## config.mk

```make
export PLATFORM = sky130hd
export DESIGN_NAME = periodic_task_release_table_flat
export DESIGN_NICKNAME = d
export VERILOG_FILES = /design/src/rtl/core/ptrt_pkg.sv /design/src/rtl/core/ptrt_req_if.sv /design/src/rtl/core/ptrt_rsp_if.sv /design/src/rtl/core/periodic_task_release_table.sv /design/src/rtl/core/ptrt_table.sv /design/src/rtl/core/ptrt_alu.sv /design/src/flat_wrapper.sv
export SDC_FILE = /design/constraint.sdc
export NUM_CORES = 1
export LEC_CHECK = 0
export BUFFER_PORTS_ARGS = -buffer_cell sky130_fd_sc_hd__buf_2
export CAP_MARGIN = 20
export CORE_ASPECT_RATIO = 2
export CORE_MARGIN = 2
export CORE_UTILIZATION = 64
export CTS_BUF_LIST = sky130_fd_sc_hd__clkbuf_8
export DETAILED_ROUTE_END_ITERATION = 16
export PLACE_DENSITY = 0.82
export REMOVE_ABC_BUFFERS = 1
export SLEW_MARGIN = 20
export SYNTH_ARGS = -nofsm -noshare
export SYNTH_HDL_FRONTEND = slang
export SYNTH_HIERARCHICAL = 1
export SYNTH_SLANG_ARGS = --single-unit
```

## constraint.sdc

```tcl
create_clock -name clk -period 9.1 [get_ports clk]
set_input_delay 0.91 -clock clk [delete_from_list [all_inputs] [get_ports clk]]
set_output_delay 0.91 -clock clk [all_outputs]
set_load 0.005 [all_outputs]
```

## src/rtl/core/ptrt_pkg.sv

```systemverilog
// shared types and constants for the periodic task release table
package ptrt_pkg;

    localparam int NUM_TASKS = 8;
    localparam int IDX_W     = (NUM_TASKS > 1) ? $clog2(NUM_TASKS) : 1;
    localparam int MASK_W    = 8;

    typedef enum logic [1:0] {
        REQ_REGISTER   = 2'd0,
        REQ_UNREGISTER = 2'd1,
        REQ_COMPARE    = 2'd2,
        REQ_NONE       = 2'd3
    } req_type_t;

    typedef enum logic [1:0] {
        ST_OK     = 2'd0,
        ST_BOUNDS = 2'd1,
        ST_ZERO   = 2'd2,
        ST_BUSY   = 2'd3
    } status_t;

    typedef enum logic [1:0] {
        TW_NONE,
        TW_REGISTER,
        TW_UNREGISTER,
        TW_RELEASE
    } tbl_op_t;

    typedef struct packed {
        logic [15:0] rt;
        logic [15:0] per;
        logic [7:0]  flags;
    } slot_t;

    typedef struct packed {
        tbl_op_t          op;
        logic [IDX_W-1:0] idx;
        logic [15:0]      rt;
        logic [15:0]      per;
        logic [7:0]       flags;
    } tbl_wr_t;

    typedef struct packed {
        logic        due;
        logic        take_min;
        logic [15:0] rt_new;
    } alu_res_t;

endpackage

```

## src/rtl/core/ptrt_req_if.sv

```systemverilog
// request channel of the periodic task release table
interface ptrt_req_if import ptrt_pkg::*; ();
    logic        valid;
    logic        ready;
    req_type_t   req_type;
    logic [7:0]  task_index;
    logic [15:0] phasing;
    logic [15:0] period_in;
    logic [7:0]  task_flags;

    modport source (
        output valid, req_type, task_index, phasing, period_in, task_flags,
        input  ready
    );
    modport sink (
        input  valid, req_type, task_index, phasing, period_in, task_flags,
        output ready
    );
endinterface

```

## src/rtl/core/ptrt_rsp_if.sv

```systemverilog
// response channel of the periodic task release table
interface ptrt_rsp_if import ptrt_pkg::*; ();
    logic        valid;
    logic        ready;
    status_t     status;
    logic [15:0] next_compare;
    logic [7:0]  released_mask;

    modport source (
        output valid, status, next_compare, released_mask,
        input  ready
    );
    modport sink (
        input  valid, status, next_compare, released_mask,
        output ready
    );
endinterface

```

## src/rtl/core/periodic_task_release_table.sv

```systemverilog
// Periodic task release table: one slot per priority level, NUM_TASKS slots.
// A register or unregister request is decided in the cycle it is accepted and
// its response is ready in the next cycle. A compare event walks the slots one
// per cycle through a single shared add/compare unit, advancing every due task
// and tracking the earliest next release, then publishes the new compare time
// from S_FIN once the output register is free; req.ready is low throughout.
// The response sits in an output register; a new request is taken in S_IDLE
// while that register is empty or being drained.
module periodic_task_release_table import ptrt_pkg::*;
(
    input  logic      clk,
    input  logic      rst_n,
    ptrt_req_if.sink  req,
    ptrt_rsp_if.source rsp
);

    typedef enum logic [1:0] {
        S_IDLE,
        S_WALK,
        S_FIN
    } state_t;

    localparam logic [7:0] NUM_TASKS_B = 8'(NUM_TASKS);
    localparam logic [IDX_W-1:0] LAST_IDX = IDX_W'(NUM_TASKS - 1);

    state_t             state_reg;
    logic [IDX_W-1:0]   idx_reg;
    logic [15:0]        cmp_reg;
    logic [15:0]        earliest_reg;
    logic               any_reg;
    logic [MASK_W-1:0]  mask_reg;
    logic [MASK_W-1:0]  mask_next;
    logic               ov_reg;
    logic               ov_next;
    status_t            status_reg;
    logic [15:0]        next_cmp_reg;
    logic [MASK_W-1:0]  rel_mask_reg;

    logic               out_free;
    logic               accept;
    logic [IDX_W-1:0]   rd_idx;
    slot_t              rd_data;
    tbl_wr_t            wr;
    alu_res_t           alu;
    logic               in_range;
    logic [15:0]        per_scaled;
    logic [15:0]        first_scaled;
    status_t            idle_status;
    logic [15:0]        final_cmp;

    assign out_free  = !ov_reg || rsp.ready;
    assign req.ready = (state_reg == S_IDLE) && out_free;
    assign accept    = req.valid && req.ready;

    assign rsp.valid         = ov_reg;
    assign rsp.status        = status_reg;
    assign rsp.next_compare  = next_cmp_reg;
    assign rsp.released_mask = rel_mask_reg;

    assign rd_idx = (state_reg == S_IDLE) ? req.task_index[IDX_W-1:0] : idx_reg;

    ptrt_table u_table (
        .clk     (clk),
        .rst_n   (rst_n),
        .rd_idx  (rd_idx),
        .rd_data (rd_data),
        .wr      (wr)
    );

    ptrt_alu u_alu (
        .slot     (rd_data),
        .cmp_time (cmp_reg),
        .earliest (earliest_reg),
        .any      (any_reg),
        .res      (alu)
    );

    // scaling by four with 16-bit wrap
    assign first_scaled = {req.phasing[13:0], 2'b00};
    assign per_scaled   = {req.period_in[13:0], 2'b00};
    assign in_range     = (req.task_index < NUM_TASKS_B);
    assign final_cmp    = any_reg ? earliest_reg : cmp_reg;

    always_comb
    begin
        case (req.req_type)
            REQ_REGISTER:
            begin
                if (!in_range)
                    idle_status = ST_BOUNDS;
                else if (per_scaled == 16'd0)
                    idle_status = ST_ZERO;
                else if (rd_data.flags != 8'd0)
                    idle_status = ST_BUSY;
                else
                    idle_status = ST_OK;
            end
            REQ_UNREGISTER:
                idle_status = in_range ? ST_OK : ST_BOUNDS;
            default:
                idle_status = ST_OK;
        endcase
    end

    always_comb
    begin
        wr.op    = TW_NONE;
        wr.idx   = rd_idx;
        wr.rt    = alu.rt_new;
        wr.per   = per_scaled;
        wr.flags = req.task_flags | 8'h01;
        if (state_reg == S_IDLE)
        begin
            wr.rt = first_scaled;
            if (accept && req.req_type == REQ_REGISTER && idle_status == ST_OK)
                wr.op = TW_REGISTER;
            else if (accept && req.req_type == REQ_UNREGISTER && in_range)
                wr.op = TW_UNREGISTER;
        end
        else if (state_reg == S_WALK && alu.due)
        begin
            wr.op = TW_RELEASE;
        end
    end

    // slots beyond the mask width release without a mask bit
    always_comb
    begin
        mask_next = mask_reg;
        for (int b = 0; b < MASK_W; b++)
        begin
            if (alu.due && int'(idx_reg) == b)
                mask_next[b] = 1'b1;
        end
    end

    // output register: drained by rsp.ready, loaded by a finished request
    always_comb
    begin
        ov_next = ov_reg && !rsp.ready;
        if (state_reg == S_IDLE && accept && req.req_type != REQ_COMPARE)
            ov_next = 1'b1;
        else if (state_reg == S_FIN && out_free)
            ov_next = 1'b1;
    end

    always_ff @(posedge clk or negedge rst_n)
    begin
        if (!rst_n)
        begin
            state_reg    <= S_IDLE;
            idx_reg      <= '0;
            cmp_reg      <= '0;
            earliest_reg <= '0;
            any_reg      <= 1'b0;
            mask_reg     <= '0;
            ov_reg       <= 1'b0;
            status_reg   <= ST_OK;
            next_cmp_reg <= '0;
            rel_mask_reg <= '0;
        end
        else
        begin
            ov_reg <= ov_next;
            unique case (state_reg)
                S_IDLE:
                begin
                    if (accept)
                    begin
                        if (req.req_type == REQ_COMPARE)
                        begin
                            idx_reg   <= '0;
                            any_reg   <= 1'b0;
                            mask_reg  <= '0;
                            state_reg <= S_WALK;
                        end
                        else
                        begin
                            status_reg   <= idle_status;
                            next_cmp_reg <= cmp_reg;
                            rel_mask_reg <= '0;
                        end
                    end
                end
                S_WALK:
                begin
                    if (alu.take_min)
                    begin
                        earliest_reg <= alu.rt_new;
                        any_reg      <= 1'b1;
                    end
                    mask_reg <= mask_next;
                    if (idx_reg == LAST_IDX)
                        state_reg <= S_FIN;
                    else
                        idx_reg <= idx_reg + IDX_W'(1);
                end
                S_FIN:
                begin
                    if (out_free)
                    begin
                        status_reg   <= ST_OK;
                        cmp_reg      <= final_cmp;
                        next_cmp_reg <= final_cmp;
                        rel_mask_reg <= mask_reg;
                        state_reg    <= S_IDLE;
                    end
                end
                default:
                    state_reg <= S_IDLE;
            endcase
        end
    end

endmodule

```

## src/rtl/core/ptrt_table.sv

```systemverilog
// per-slot storage: release time, period, activation count and flags
module ptrt_table import ptrt_pkg::*;
(
    input  logic             clk,
    input  logic             rst_n,
    input  logic [IDX_W-1:0] rd_idx,
    output slot_t            rd_data,
    input  tbl_wr_t          wr
);

    logic [15:0] rt_reg    [NUM_TASKS];
    logic [15:0] per_reg   [NUM_TASKS];
    logic [7:0]  cnt_reg   [NUM_TASKS];
    logic [7:0]  flags_reg [NUM_TASKS];

    assign rd_data.rt    = rt_reg[rd_idx];
    assign rd_data.per   = per_reg[rd_idx];
    assign rd_data.flags = flags_reg[rd_idx];

    always_ff @(posedge clk or negedge rst_n)
    begin
        if (!rst_n)
        begin
            for (int i = 0; i < NUM_TASKS; i++)
            begin
                rt_reg[i]    <= '0;
                per_reg[i]   <= '0;
                cnt_reg[i]   <= '0;
                flags_reg[i] <= '0;
            end
        end
        else
        begin
            unique case (wr.op)
                TW_REGISTER:
                begin
                    rt_reg[wr.idx]    <= wr.rt;
                    per_reg[wr.idx]   <= wr.per;
                    cnt_reg[wr.idx]   <= '0;
                    flags_reg[wr.idx] <= wr.flags;
                end
                TW_UNREGISTER:
                begin
                    flags_reg[wr.idx] <= '0;
                end
                TW_RELEASE:
                begin
                    rt_reg[wr.idx]  <= wr.rt;
                    cnt_reg[wr.idx] <= cnt_reg[wr.idx] + 8'd1;
                end
                default:
                begin
                end
            endcase
        end
    end

endmodule

```

## src/rtl/core/ptrt_alu.sv

```systemverilog
// shared slot unit: due test, period add and running minimum compare
module ptrt_alu import ptrt_pkg::*;
(
    input  slot_t       slot,
    input  logic [15:0] cmp_time,
    input  logic [15:0] earliest,
    input  logic        any,
    output alu_res_t    res
);

    logic in_use;

    always_comb
    begin
        in_use     = (slot.flags != 8'd0);
        res.due    = in_use && (slot.rt <= cmp_time);
        res.rt_new = res.due ? (slot.rt + slot.per) : slot.rt;
        // minimum is taken over the already advanced release time
        res.take_min = in_use && (!any || (res.rt_new < earliest));
    end

endmodule

```

## src/flat_wrapper.sv

```systemverilog
// flat-port wrapper written by rule: the top's interface ports become plain ports
module periodic_task_release_table_flat import ptrt_pkg::*;
  (clk, rst_n, req_valid, req_req_type, req_task_index, req_phasing, req_period_in, req_task_flags, req_ready, rsp_valid, rsp_status, rsp_next_compare, rsp_released_mask, rsp_ready);
  ptrt_req_if req_i ();
  ptrt_rsp_if rsp_i ();
  input  logic clk;
  input  logic rst_n;
  input wire logic [$bits(req_i.valid)-1:0] req_valid;
  input wire logic [$bits(req_i.req_type)-1:0] req_req_type;
  input wire logic [$bits(req_i.task_index)-1:0] req_task_index;
  input wire logic [$bits(req_i.phasing)-1:0] req_phasing;
  input wire logic [$bits(req_i.period_in)-1:0] req_period_in;
  input wire logic [$bits(req_i.task_flags)-1:0] req_task_flags;
  output wire logic [$bits(req_i.ready)-1:0] req_ready;
  output wire logic [$bits(rsp_i.valid)-1:0] rsp_valid;
  output wire logic [$bits(rsp_i.status)-1:0] rsp_status;
  output wire logic [$bits(rsp_i.next_compare)-1:0] rsp_next_compare;
  output wire logic [$bits(rsp_i.released_mask)-1:0] rsp_released_mask;
  input wire logic [$bits(rsp_i.ready)-1:0] rsp_ready;
  assign req_i.valid = req_valid;
  assign req_i.req_type = req_req_type;
  assign req_i.task_index = req_task_index;
  assign req_i.phasing = req_phasing;
  assign req_i.period_in = req_period_in;
  assign req_i.task_flags = req_task_flags;
  assign req_ready = req_i.ready;
  assign rsp_valid = rsp_i.valid;
  assign rsp_status = rsp_i.status;
  assign rsp_next_compare = rsp_i.next_compare;
  assign rsp_released_mask = rsp_i.released_mask;
  assign rsp_i.ready = rsp_ready;
  periodic_task_release_table u_core (.clk(clk), .rst_n(rst_n), .req(req_i), .rsp(rsp_i));
endmodule
```

==> flow_summary.ini <==
[outcome]
status = finished clean

[yosys]
synth-seq-cells = 393
synth-main-ff-cell = dfrtp_1
yosys.area.top_type = dfrtp_1
ys.warnings.count = 6
syn_area_sq_mm = 0.01995
yosysUniqueCellTypes = 83
seq_area_frac_synth_pct = 49.29
synth_area_per_cell_sq_um = 14.20
yosys.area.top_type_share_pct = 49.29
synth_edf_count = 0
async_flop_share_pct = 100.0
synthTopCellsByArea = dfrtp_1 49%, mux2_2 20%, mux4_2 9.0%, ha_1 3.5%, mux2_4 2.3%
syn_inst = 1405

[critical_path]
critical_path_class = register to register
reg2reg_from = u_core/state_reg[1]$_DFFE_PN0P_
rr_endpoint = u_core/earliest_reg[2]$_DFFE_PN0P_
crit_fanout = 25
worst_setup_path_start_kind = register
r2r_cells = 22
r2r_slack_ps = 780
arrival_ps = 8830
required_ps = 9600
cp-end-kind = register

[sta]
slew_viol_final = 0
hold_violations = 0
period_share_pct = 91.48
tns_ps = 0
skew_ps = 30.29
timing.final.crit_period_ps = 8325
finalSetupViolCount = 0
max_freq_mhz = 120.1
postLayoutSetupSlackWorst_ps = 775.5
worst_slew_pin_slew_ps = 1122
slew_headroom_pct = 24.92
rsz0062_at_grt = false

[drt]
wl_met2_microns = 24450
vias = 12300
vias_per_cell = 6.427
first_pass_iters = 5
avgRoutedWirePerCell_microns = 24.35
top_layer = met4
routed_wl_microns = 46600
drtIter0Drc = 784
post-route-drc-count = 0
wl_met1_microns = 17400
detail-route-antenna-nets = 0
wl_met3_microns = 1572

[placement]
io_buffers = 76
pre_cts_ws_ps = 1064
routabilityCongestion = 0.9254
dp.final_hpwl_microns = 31760

[grt]
antenna_found_initial = 1
grt_max_degree = 87
grt_pass1_vias = 13450
grt_first_pass_wirelength_microns = 73970
grt_usage_pct = 29.72
grt_overflow_total = 0

[clock_tree]
cts.reportedPaths.clkPinSlew_ps = 70
cts_tree = yes
htreeDepth = 2
clock-sinks = 393
ctsResizeCount = 0
post_cts_buffers = 0
clk_path_buf_depth = 3
hold_buffers = 0
cts-root-buf = clkbuf_8
clk-insertion-delay-late_ps = 630
numCtsBuffers = 55

[finish]
layout-drive-gt1-share_pct = 44.26
nFillCells = 2049
final_common_cell = dfrtp_1
layout.nets = 1607
final_cell_mix = 393 x dfrtp_1, 355 x mux2_2, 80 x mux4_2
area_growth_pct = 9.155
post-route-util_pct = 70.85

[job]
drv_cap = 0

[floorplanning]
die_h_microns = 253.7
die_area_sq_mm = 0.03269
core-area_sq_mm = 0.03074
row_count = 91
pin_count = 82
initial_core_util_pct = 64.91
chipWidth_microns = 128.9

[min_path]
hold_class = input pin to asynchronous set/reset pin
## worst max path at each step
stage	cells past startpoint	to	from	slack (ps)
2_1_floorplan	19	u_core/earliest_reg[0]$_DFFE_PN0P_	u_core/state_reg[1]$_DFFE_PN0P_	-7150
3_3_place_gp	21	u_core/earliest_reg[11]$_DFFE_PN0P_	u_core/state_reg[1]$_DFFE_PN0P_	1290
3_5_place_dp	22	u_core/earliest_reg[7]$_DFFE_PN0P_	u_core/state_reg[1]$_DFFE_PN0P_	1060
4_1_cts	22	u_core/earliest_reg[2]$_DFFE_PN0P_	u_core/state_reg[1]$_DFFE_PN0P_	1050
5_1_grt	22	u_core/earliest_reg[1]$_DFFE_PN0P_	u_core/state_reg[1]$_DFFE_PN0P_	610
6_report	22	u_core/earliest_reg[2]$_DFFE_PN0P_	u_core/state_reg[1]$_DFFE_PN0P_	780
## metrics by stage
| step | hold WS (ps) | std cells | instance area, sq um |
|---|---|---|---|
| 2_1_floorplan | 444.6 | 1345 | 19540 |
| 3_3_place_gp | 458.6 | 1810 | 20580 |
| 3_5_place_dp | 468.2 | 1811 | 20590 |
| 4_1_cts | 249.8 | 1913 | 21770 |
| 5_1_grt | 282.6 | 1914 | 21780 |
| 6_report | 247.2 | 1914 | 21780 |
## critical path: stages, from the launching register on
cell and delay (ps):
dfrtp_1 500, nor2_4 710, nand2_1 210, o21ai_4 350
buf_4 410, mux4_2 550, mux2_2 390, ha_1 490
nand3_1 200, nor4_1 840, o211ai_1 380, mux2i_1 240
nand3_1 90, mux2_2 370, ha_1 330, nand4_1 90
or3_1 390, nor3_1 290, a221oi_1 120, o221ai_1 110
a21oi_2 50, nand2_1 650, mux2_2 420
## layer usage
layer	track usage [%]	up-vias
li1	-	5433
met1	34.77	6406
met2	51.26	334
met3	3.874	128
met4	18.73	0
met5	0	-
## logic make-up (layout without fill, tap and decap cells)
logic type | count (synthesis) | count (layout) | share of synthesized area (%)
buf+inv | 119 | 239 | 3.210
flops | 393 | 393 | 49.29
mux | 472 | 472 | 31.68
xor+xnor | 9 | 9 | 0.3950
simple gates | 181 | 181 | 5.587
fa+ha+maj | 57 | 57 | 3.612
compound gates | 172 | 172 | 6.189
other cells | 2 | 19 | 0.03764
## synth_stat cells, types with 8 or more instances
cell,number
dfrtp_1,393
mux2_2,355
mux4_2,80
ha_1,56
nand2_1,51
o2bb2ai_1,49
inv_1,43
o21ai_0,39
buf_2,31
mux2_4,30
a21oi_1,21
nand2b_1,18
clkbuf_1,17
nor2_1,17
nand3_1,15
a21o_1,13
buf_4,12
buf_6,11
a22o_1,10
nand4_1,9
nor2b_1,8
nor3_1,8
## cell type report
| cell class | instances | area [sq um] | area share [%] |
|---|---|---|---|
| diodes | 1 | 2.502 | 0.01149 |
| clock buffers | 70 | 963.4 | 4.423 |
| clock inverters | 32 | 215.2 | 0.9880 |
| inverters | 43 | 161.4 | 0.7410 |
| multi-input cells | 909 | 9573 | 43.95 |
| flip-flops and latches | 393 | 9834 | 45.15 |
| well taps | 372 | 465.4 | 2.137 |
| repair buffers | 94 | 565.5 | 2.597 |
Power is not shown: default switching activity piles up to over one toggle a cycle in this logic, so the estimate is an artifact.
